### src/design/nrfe_pkg.sv
// Package for the RMC field extractor: character codes, fix codes and header lookup.
`timescale 1ns / 1ps

package nrfe_pkg;

	localparam logic [7:0] CH_DOLLAR = 8'h24;  // '$'
	localparam logic [7:0] CH_COMMA  = 8'h2C;  // ','
	localparam logic [7:0] CH_FIX_A  = 8'h41;  // 'A'
	localparam logic [7:0] CH_FIX_V  = 8'h56;  // 'V'

	localparam int unsigned HDR_LEN = 5;
	localparam int unsigned CC_MAX  = 15;

	typedef logic [2:0] hdr_pos_t;
	typedef logic [3:0] comma_cnt_t;
	typedef logic [1:0] fix_t;

	localparam fix_t FIX_UNKNOWN = 2'd0;
	localparam fix_t FIX_VOID    = 2'd1;
	localparam fix_t FIX_ACTIVE  = 2'd2;

	// Sentence field selected by the comma count
	localparam comma_cnt_t FLD_FIX = 4'd2;
	localparam comma_cnt_t FLD_LAT = 4'd3;
	localparam comma_cnt_t FLD_NS  = 4'd4;
	localparam comma_cnt_t FLD_LON = 4'd5;
	localparam comma_cnt_t FLD_EW  = 4'd6;

	// Expected header letter at each match position ("GPRMC")
	function automatic logic [7:0] hdr_letter(input hdr_pos_t pos);
		logic [7:0] letter;
		unique case (pos)
			3'd0:    letter = 8'h47;  // 'G'
			3'd1:    letter = 8'h50;  // 'P'
			3'd2:    letter = 8'h52;  // 'R'
			3'd3:    letter = 8'h4D;  // 'M'
			3'd4:    letter = 8'h43;  // 'C'
			default: letter = 8'h00;
		endcase
		return letter;
	endfunction

endpackage

### src/design/nmea_rmc_field_extractor_unit.sv
// Top level of the NMEA RMC field extractor: byte register, sentence state, result register.
`timescale 1ns / 1ps

// Takes one received sentence byte per transfer and returns one result per byte, reflecting the
// sentence state after that byte: header match, fix status, hemisphere bytes, field-done flags
// and, for latitude/longitude bytes, the captured character with its index. A '$' restarts the
// sentence. Throughput is one byte per clock while out_stall is low; each byte passes the input
// register, then the result register. The input register acts as a skid stage, so one more byte
// is taken while a result waits on out_stall. Coordinate characters past MAX_FIELD_CHARS per field
// are dropped and set the sticky overflow flag until the next '$'.
module nmea_rmc_field_extractor_unit
	import nrfe_pkg::*;
#(
	parameter int unsigned MAX_FIELD_CHARS = 16
) (
	input  logic       clk,
	input  logic       arst_n,
	input  logic       in_valid,
	output logic       in_stall,
	input  logic [7:0] rx_byte,
	output logic       out_valid,
	input  logic       out_stall,
	output logic       header_ok,
	output logic [1:0] fix_status,
	output logic       lat_done,
	output logic [7:0] ns_char,
	output logic       lon_done,
	output logic [7:0] ew_char,
	output logic       char_valid,
	output logic       char_field,
	output logic [3:0] char_index,
	output logic [7:0] char_value,
	output logic       overflow
);

	localparam int unsigned PW = $clog2(MAX_FIELD_CHARS + 1);

	logic          valid_s1;
	logic [7:0]    byte_s1;
	logic          advance;

	hdr_pos_t      header_pos_q;
	comma_cnt_t    comma_count_q;
	fix_t          fix_state_q;
	logic          lat_finished_q;
	logic [7:0]    ns_hold_q;
	logic          lon_finished_q;
	logic [7:0]    ew_hold_q;
	logic [PW-1:0] char_pos_q;
	logic          overflow_hold_q;

	hdr_pos_t      hp_d;
	comma_cnt_t    cc_d;
	fix_t          fix_d;
	logic          lat_d;
	logic [7:0]    ns_d;
	logic          lon_d;
	logic [7:0]    ew_d;
	logic [PW-1:0] pos_d;
	logic          ovf_d;
	logic          cv_d;
	logic          cfield_d;
	logic [PW+3:0] cidx_ext;
	logic          is_comma;
	logic          restart;
	logic          can_take;

	// Result register frees up when empty or being taken downstream
	assign advance  = valid_s1 && (!out_valid || !out_stall);
	assign in_stall = valid_s1 && out_valid && out_stall;

	always_ff @(posedge clk or negedge arst_n) begin
		if (!arst_n) begin
			valid_s1 <= 1'b0;
		end else if (!in_stall) begin
			valid_s1 <= in_valid;
		end
	end

	always_ff @(posedge clk) begin
		if (in_valid && !in_stall) begin
			byte_s1 <= rx_byte;
		end
	end

	always_comb begin
		is_comma = (byte_s1 == CH_COMMA);
		restart  = (byte_s1 == CH_DOLLAR);

		hp_d     = restart ? '0 : header_pos_q;
		cc_d     = restart ? '0 : comma_count_q;
		fix_d    = restart ? FIX_UNKNOWN : fix_state_q;
		lat_d    = restart ? 1'b0 : lat_finished_q;
		ns_d     = restart ? 8'h00 : ns_hold_q;
		lon_d    = restart ? 1'b0 : lon_finished_q;
		ew_d     = restart ? 8'h00 : ew_hold_q;
		pos_d    = restart ? '0 : char_pos_q;
		ovf_d    = restart ? 1'b0 : overflow_hold_q;
		cv_d     = 1'b0;
		cfield_d = 1'b0;
		cidx_ext = '0;

		if (hp_d < hdr_pos_t'(HDR_LEN) && hdr_letter(hp_d) == byte_s1) begin
			hp_d = hp_d + hdr_pos_t'(1);
		end
		if (is_comma && cc_d < comma_cnt_t'(CC_MAX)) begin
			cc_d = cc_d + comma_cnt_t'(1);
		end

		can_take = (pos_d < PW'(MAX_FIELD_CHARS));

		case (cc_d)
			FLD_FIX: begin
				if (byte_s1 == CH_FIX_A) begin
					fix_d = FIX_ACTIVE;
				end else if (byte_s1 == CH_FIX_V) begin
					fix_d = FIX_VOID;
				end
			end
			FLD_LAT, FLD_LON: begin
				if (!is_comma) begin
					if (can_take) begin
						cv_d     = 1'b1;
						cfield_d = (cc_d == FLD_LON);
						cidx_ext = {4'b0000, pos_d};
						pos_d    = pos_d + PW'(1);
					end else begin
						ovf_d = 1'b1;
					end
				end
			end
			FLD_NS: begin
				lat_d = 1'b1;
				pos_d = '0;
				if (!is_comma) begin
					ns_d = byte_s1;
				end
			end
			FLD_EW: begin
				lon_d = 1'b1;
				if (!is_comma) begin
					ew_d = byte_s1;
				end
			end
			default: begin
			end
		endcase
	end

	always_ff @(posedge clk or negedge arst_n) begin
		if (!arst_n) begin
			header_pos_q    <= '0;
			comma_count_q   <= '0;
			fix_state_q     <= FIX_UNKNOWN;
			lat_finished_q  <= 1'b0;
			ns_hold_q       <= 8'h00;
			lon_finished_q  <= 1'b0;
			ew_hold_q       <= 8'h00;
			char_pos_q      <= '0;
			overflow_hold_q <= 1'b0;
			out_valid       <= 1'b0;
		end else begin
			if (advance) begin
				header_pos_q    <= hp_d;
				comma_count_q   <= cc_d;
				fix_state_q     <= fix_d;
				lat_finished_q  <= lat_d;
				ns_hold_q       <= ns_d;
				lon_finished_q  <= lon_d;
				ew_hold_q       <= ew_d;
				char_pos_q      <= pos_d;
				overflow_hold_q <= ovf_d;
			end
			if (!out_valid || !out_stall) begin
				out_valid <= valid_s1;
			end
		end
	end

	always_ff @(posedge clk) begin
		if (advance) begin
			header_ok  <= (hp_d == hdr_pos_t'(HDR_LEN));
			fix_status <= fix_d;
			lat_done   <= lat_d;
			ns_char    <= ns_d;
			lon_done   <= lon_d;
			ew_char    <= ew_d;
			char_valid <= cv_d;
			char_field <= cfield_d;
			char_index <= cidx_ext[3:0];
			char_value <= cv_d ? byte_s1 : 8'h00;
			overflow   <= ovf_d;
		end
	end

endmodule
### config.mk
export PLATFORM = sky130hd
export DESIGN_NAME = nmea_rmc_field_extractor_unit
export DESIGN_NICKNAME = d
export VERILOG_FILES = /design/src/design/nrfe_pkg.sv /design/src/design/nmea_rmc_field_extractor_unit.sv
export SDC_FILE = /design/constraint.sdc
export NUM_CORES = 1
export LEC_CHECK = 0
export BUFFER_PORTS_ARGS = -buffer_cell sky130_fd_sc_hd__buf_2
export CAP_MARGIN = 20
export CORE_MARGIN = 1.5
export CORE_UTILIZATION = 40
export CTS_CLUSTER_DIAMETER = 30
export DETAILED_ROUTE_END_ITERATION = 7
export HOLD_SLACK_MARGIN = 0.06
export SETUP_SLACK_MARGIN = 0.02
export SLEW_MARGIN = 20
export SYNTH_ARGS = -nofsm -noshare
export SYNTH_HDL_FRONTEND = slang
export SYNTH_SLANG_ARGS = --single-unit
### constraint.sdc
create_clock -name clk -period 3.1 [get_ports clk]
set_input_delay 0.155 -clock clk [delete_from_list [all_inputs] [get_ports clk]]
set_output_delay 0.155 -clock clk [all_outputs]
set_load 0.05 [all_outputs]
=== Word-level counts from Yosys, hierarchy flattened ===
Cells that the tools add are included.

* Output and inout port bits: 38
* Input port bits: 12
* Flip-flop bits (word level): 79

* Multiplexer cells: 30
* Bitwise logic cells: 2
* Add/subtract/negate cells: 3
* Equality and inequality tests: 15
* Reductions and logical operators: 13
* Magnitude comparators: 3

{| class="wikitable"
|+ Operators with widths
! cell !! count
|-
| 8-bit two-way mux || 6
|-
| 7-bit case mux with 5 select lines || 1
|-
| 8-bit by 6-bit equality test with 1-bit output (second input constant) || 2
|-
| 8-bit by 7-bit equality test with 1-bit output (second input constant) || 2
|-
| 5-bit two-way mux || 3
|-
| 4-bit by 3-bit equality test with 1-bit output (second input constant) || 3
|-
| 1-bit two-way mux || 11
|-
| 5-bit case mux with 2 select lines || 1
|-
| 4-bit by 2-bit equality test with 1-bit output (second input constant) || 2
|-
| 8-bit equality test || 1
|-
| 2-bit two-way mux || 4
|-
| 4-bit two-way mux || 2
|-
| 3-bit by 2-bit equality test with 1-bit output (second input constant) || 2
|-
| 3-bit equality test (second input constant) || 2
|-
| 1-bit logical AND || 6
|-
| 3-bit two-way mux || 2
|-
| 5-bit by 1-bit adder with 5-bit output (second input constant) || 1
|-
| 5-bit less-than comparator (second input constant) || 1
|-
| 4-bit by 1-bit adder with 4-bit output (second input constant) || 1
|-
| 4-bit less-than comparator (second input constant) || 1
|-
| 3-bit by 1-bit adder with 3-bit output (second input constant) || 1
|-
| 3-bit by 1-bit equality test with 1-bit output (second input constant) || 1
|-
| 1-bit logical NOT || 3
|-
| 3-bit logical NOT || 1
|-
| 5 further kinds || 6
|}

=== Logic depth before layout (Yosys ltp) ===
* Word-level depth: 9
* Gate-level depth with buffers: 14
* Gate-level depth less buffers: 12

=== Worst setup path before layout ===
Ideal clock, no wire load.

* Path kind: register to register
* From: register byte_s1[4]
* To: register char_index[1] (data pin)
* Setup slack: -0.147 ns
* Clock period less this slack: 3.247 ns
* Cell stages (with the launch flop): 13
* Arrival: 2.992 ns
* Setup time: 0.255 ns
* Cell sequence: edfxtp_1 -> buf_6 -> nor4b_4 -> nand2_1 -> clkbuf_1 -> and2_1 -> ha_1 -> nand3_1 -> o211ai_2 -> a32oi_4 -> mux2_2 -> buf_2 -> and2_1

* Cells in the longest elaborated chain, start to end: 9
* Elaborated cells between the ends (all ways): 15

{| class="wikitable"
|+ Ends and longest elaborated chain
! item !! line !! text
|-
| start: declaration || nmea_rmc_field_extractor_unit.sv:39 || <nowiki>logic [7:0] byte_s1;</nowiki>
|-
| start signal: assignment || nmea_rmc_field_extractor_unit.sv:82 || <nowiki>byte_s1 <= rx_byte;</nowiki>
|-
| 8-bit by 6-bit equality test with 1-bit output || nmea_rmc_field_extractor_unit.sv:88 || <nowiki>restart = (byte_s1 == CH_DOLLAR);</nowiki>
|-
| 4-bit two-way mux || nmea_rmc_field_extractor_unit.sv:91 || <nowiki>cc_d = restart ? '0 : comma_count_q;</nowiki>
|-
| 4-bit less-than comparator || nmea_rmc_field_extractor_unit.sv:106 || <nowiki>if (is_comma && cc_d < comma_cnt_t'(CC_MAX)) begin</nowiki>
|-
| 1-bit logical AND || nmea_rmc_field_extractor_unit.sv:106 ||
|-
| 4-bit two-way mux || nmea_rmc_field_extractor_unit.sv:106 ||
|-
| 4-bit by 3-bit equality test with 1-bit output or 4-bit by 2-bit equality test with 1-bit output (tied branches) || nmea_rmc_field_extractor_unit.sv:112 || <nowiki>case (cc_d)</nowiki>
|-
| 2-bit OR reduction || nmea_rmc_field_extractor_unit.sv:112 ||
|-
| 1-bit inverter (no line) || - ||
|-
| 3-bit OR reduction (no line) || - ||
|-
| end signal: assignment || nmea_rmc_field_extractor_unit.sv:190 || <nowiki>char_index <= cidx_ext[3:0];</nowiki>
|-
| end: declaration || nmea_rmc_field_extractor_unit.sv:31 || <nowiki>output logic [3:0] char_index,</nowiki>
|}

Several ways; a longest one is shown, not always the timed one.
A chain may end at the register's enable or synchronous reset.

=== Worst setup path after layout ===
* From: register byte_s1[3]
* To: register fix_status[1] (data pin)

* Cells in the longest elaborated chain, start to end: 7
* Elaborated cells between the ends (all ways): 14

{| class="wikitable"
|+ Ends and longest elaborated chain
! item !! line !! text
|-
| 8-bit by 6-bit equality test with 1-bit output || nmea_rmc_field_extractor_unit.sv:88 ||
|-
| 4-bit two-way mux || nmea_rmc_field_extractor_unit.sv:91 ||
|-
| 4-bit less-than comparator || nmea_rmc_field_extractor_unit.sv:106 ||
|-
| 1-bit logical AND || nmea_rmc_field_extractor_unit.sv:106 ||
|-
| 4-bit two-way mux || nmea_rmc_field_extractor_unit.sv:106 ||
|-
| 4-bit by 2-bit equality test with 1-bit output || nmea_rmc_field_extractor_unit.sv:112 ||
|-
| 2-bit two-way mux * || nmea_rmc_field_extractor_unit.sv:112 ||
|-
| named net fix_d[1] || nmea_rmc_field_extractor_unit.sv:54 || <nowiki>fix_t fix_d;</nowiki>
|-
| end signal: assignment || nmea_rmc_field_extractor_unit.sv:183 || <nowiki>fix_status <= fix_d;</nowiki>
|-
| end: declaration || nmea_rmc_field_extractor_unit.sv:24 || <nowiki>output logic [1:0] fix_status,</nowiki>
|}

Mark *: on every way through the listed nets, which the timed path passes. The rest lies on a longest branch.

==> reports/metrics.cfg <==
[outcome]
status = finished clean

[floorplan]
placementRows = 36
die_h_um = 103
dieArea_um2 = 10700
coreArea_um2 = 9770
io_pins = 50
dieWidth_um = 103
initial_utilization_pct = 41.3

[timing]
rsz0062_at_grt = true
fin_worst_skew_ns = 0.0112
setup-tns-final_ns = 0
period_share_pct = 94.7
relSlewSlack_pct = 43.6
hold_slack_ns = 0.436
hold_viol = 0
tightest_slew_ns = 0.846
fmax_ghz = 0.341
finalSetupViolCount = 0
min_period_ns = 2.93
slew_viol_final = 0

[yosys]
synthMuxAreaShare_pct = 1.64
synth_seq_cells = 79
synth_cell_types = 66
synth-adder-area-share_pct = 2.17
synth.yosys.seq_area_share_pct = 54.5
postSynthAreaPerCell_um2 = 11.4
ys.flop_type = edfxtp_1
synthArstFlopShare_pct = 44.3
synth-xor-area-share_pct = 0.217
synth_cells = 355
synth_compound_area_share_pct = 19.3
synth_edf_count = 44
yosys.area_share.simple_pct = 18.4
synth_top_family_by_area = compound AO/OA/AOI/OAI gates
synth_area_um2 = 4030
yosys_warnings = 0
synth_nets = 374

[global_route]
grt_pass1_wl_um = 15400
grt_pass1_vias = 3036
grt_max_degree = 36
grt_usage_pct = 19.3
gr-total-overflow = 0
antenna_found_initial = 0

[cts]
clk_latency_ns = 0.35
cts_buffers = 9
h-tree-depth = 3
cts-root-buf = clkbuf_8
cts_tree = yes
clockBufferDepth = 2
clkTransAtPathRegs_ns = 0.09
clkSinkCount = 79

[detailed_routing]
vias_per_cell = 5.52
drt-initial-drc-count = 193
ant_nets = 0
dr.pass1.iters = 5
wl_per_cell_um = 16.6
wirelength_um = 9520
route.vias.total = 3168
drc = 0

[setup_path]
critPathTopFamily = simple AND/OR/NAND/NOR gates
reg2reg_to = fix_status[1]
crit_arrival_ns = 3.03
rr_worst_depth = 10
critPathKind = register to register
start_kind = register
cp.required_ns = 3.20
slowest_stage = or4b_1
rr_startpoint = byte_s1[3]
worstSetupEndpointType = register
critical_path_buf_inv_count = 0
worstPathMaxFanout = 5
cpPeakStageDelay_ns = 0.60
path_cells = or4b_1 -> nor2_4 -> nor2_1 -> ha_4 -> nand2b_1 -> o221ai_1 -> mux2_4 -> nor4b_4 -> a21oi_1 -> or2_2
ff2ff_setup_slack_ns = 0.17

[layout]
drive_gt1_share_pct = 27.9
insertedDiodeCount = 0
fin_nets = 455
multiInputGateArea_um2 = 1760
fillers = 884
final_area_um2 = 4970
seqCellArea_um2 = 2200
syn2layout_area_growth_pct = 23.1
fin_util_pct = 50.8

[pwr]
irDropWorstVdd_v = 0.000244
powerDensity_nw_per_um2 = 468
power.leakage_nw = 2.06

[run]
drv_cap = 0

[place]
hpwl_um = 6490
gp_congestion = 0.896
placedInstanceArea_um2 = 4590
numPortBuffers = 49

[worst_hold_path]
hold_path_class = input port to async pin

[cells by family after synthesis]
group / after synthesis
AO/OA/AOI/OAI: 101
XOR/XNOR: 1
adder cells (fa/ha/maj): 7
buffers and inverters: 32
flip-flops: 79
multiplexers: 6
AND/OR/NAND/NOR: 129
[power breakdown]
group | leakage, nW | total [mW] | switching, mW | internal [mW]
Combinational | 1.10 | 0.296 | 0.214 | 0.0815
Clock | 0.110 | 0.856 | 0.399 | 0.456
Sequential | 0.848 | 1.17 | 0.0215 | 1.15
[worst max path at each step]
stage	startpoint	endpoint	slack, ns	depth (start not counted)
final	byte_s1[3]	fix_status[1]	0.17	10
after global routing	byte_s1[3]	header_pos_q[0]	0.02	11
after CTS	byte_s1[4]	fix_status[1]	0.11	10
after global placement	byte_s1[4]	fix_status[1]	0.16	10
after detailed placement	byte_s1[4]	fix_status[1]	0.14	10
after floorplan	byte_s1[0]	char_index[1]	0.03	12
[registers in the layout, summed over array words and instances (netlist names), 2 cells and up]
register / cells
ns_char: 8
ew_char: 8
fix_state_q: 2
fix_status: 2
header_pos_q: 3
ew_hold_q: 8
comma_count_q: 4
char_value: 8
ns_hold_q: 8
char_pos_q: 5
byte_s1: 8
char_index: 4
[cell type report]
cell class | count | area share [%]
tap | 133 | 3.35
sequential | 79 | 44.2
timing repair buffer | 90 | 11.8
multi-input combinational | 244 | 35.3
inverter | 12 | 0.907
clock inverter | 7 | 1.91
clock buffer | 9 | 2.49
[cell usage after synthesis, types with 4 or more instances]
master | instances | area, µm²
edfxtp_1 | 44 | 1320
dfrtp_1 | 35 | 876
nand2_1 | 32 | 120
a22o_1 | 22 | 193
nor2_1 | 21 | 78.8
and2_1 | 17 | 106
o21ai_0 | 17 | 85.1
nand3_1 | 15 | 75.1
inv_1 | 12 | 45.0
a21oi_1 | 10 | 50.1
clkbuf_1 | 10 | 37.5
a31oi_1 | 7 | 43.8
ha_1 | 7 | 87.6
nand2b_1 | 7 | 43.8
nand4_1 | 7 | 43.8
a21o_1 | 5 | 37.5
a32o_1 | 5 | 50.1
buf_2 | 5 | 25.0
a211o_1 | 4 | 35.0
nor4_1 | 4 | 25.0
o221ai_1 | 4 | 35.0
[layout by cell type (no fill, tap or decap), types with 14 or more instances in the layout]
cell type  instances
o21ai_0           17
a22o_1            22
dfrtp_1           35
nand3_1           14
nand2_1           30
edfxtp_1          44
nor2_1            21
buf_4             29
buf_2             49
and2_1            16
[metrics by stage]
stage / power (mW) / setup slack (ns) / std cells
final: 2.33 / 0.166 / 574
after global placement: 1.48 / 0.160 / 546
after floorplan: 1.39 / 0.0269 / 355
after detailed placement: 1.48 / 0.144 / 546
after CTS: 2.35 / 0.108 / 573
after global routing: 2.42 / 0.0220 / 574
[worst reg2reg max path, stage by stage, from the launching register on]
cell and delay (ns):
edfxtp_1 0.47, or4b_1 0.60, nor2_4 0.11, nor2_1 0.07
ha_4 0.18, nand2b_1 0.15, o221ai_1 0.21, mux2_4 0.22
nor4b_4 0.26, a21oi_1 0.12, or2_2 0.28
[metal layers]
layer  GRT usage, %  up-vias  share of wire (%)
met1           26.2     1522                 46
met2           30.5      118                 47
met4           7.69        0               0.97
li1               -     1519                  -
met5              0        -                  0
met3           3.63        9                6.1
[what timing repair did]
action                     4_1_cts  5_1_grt
resized for setup                0       10
setup endpoints to repair        0       31
buffers inserted                 0        1
hold endpoints to repair        45        0
hold buffers                    11        0
(Power assumes the default switching activity.)
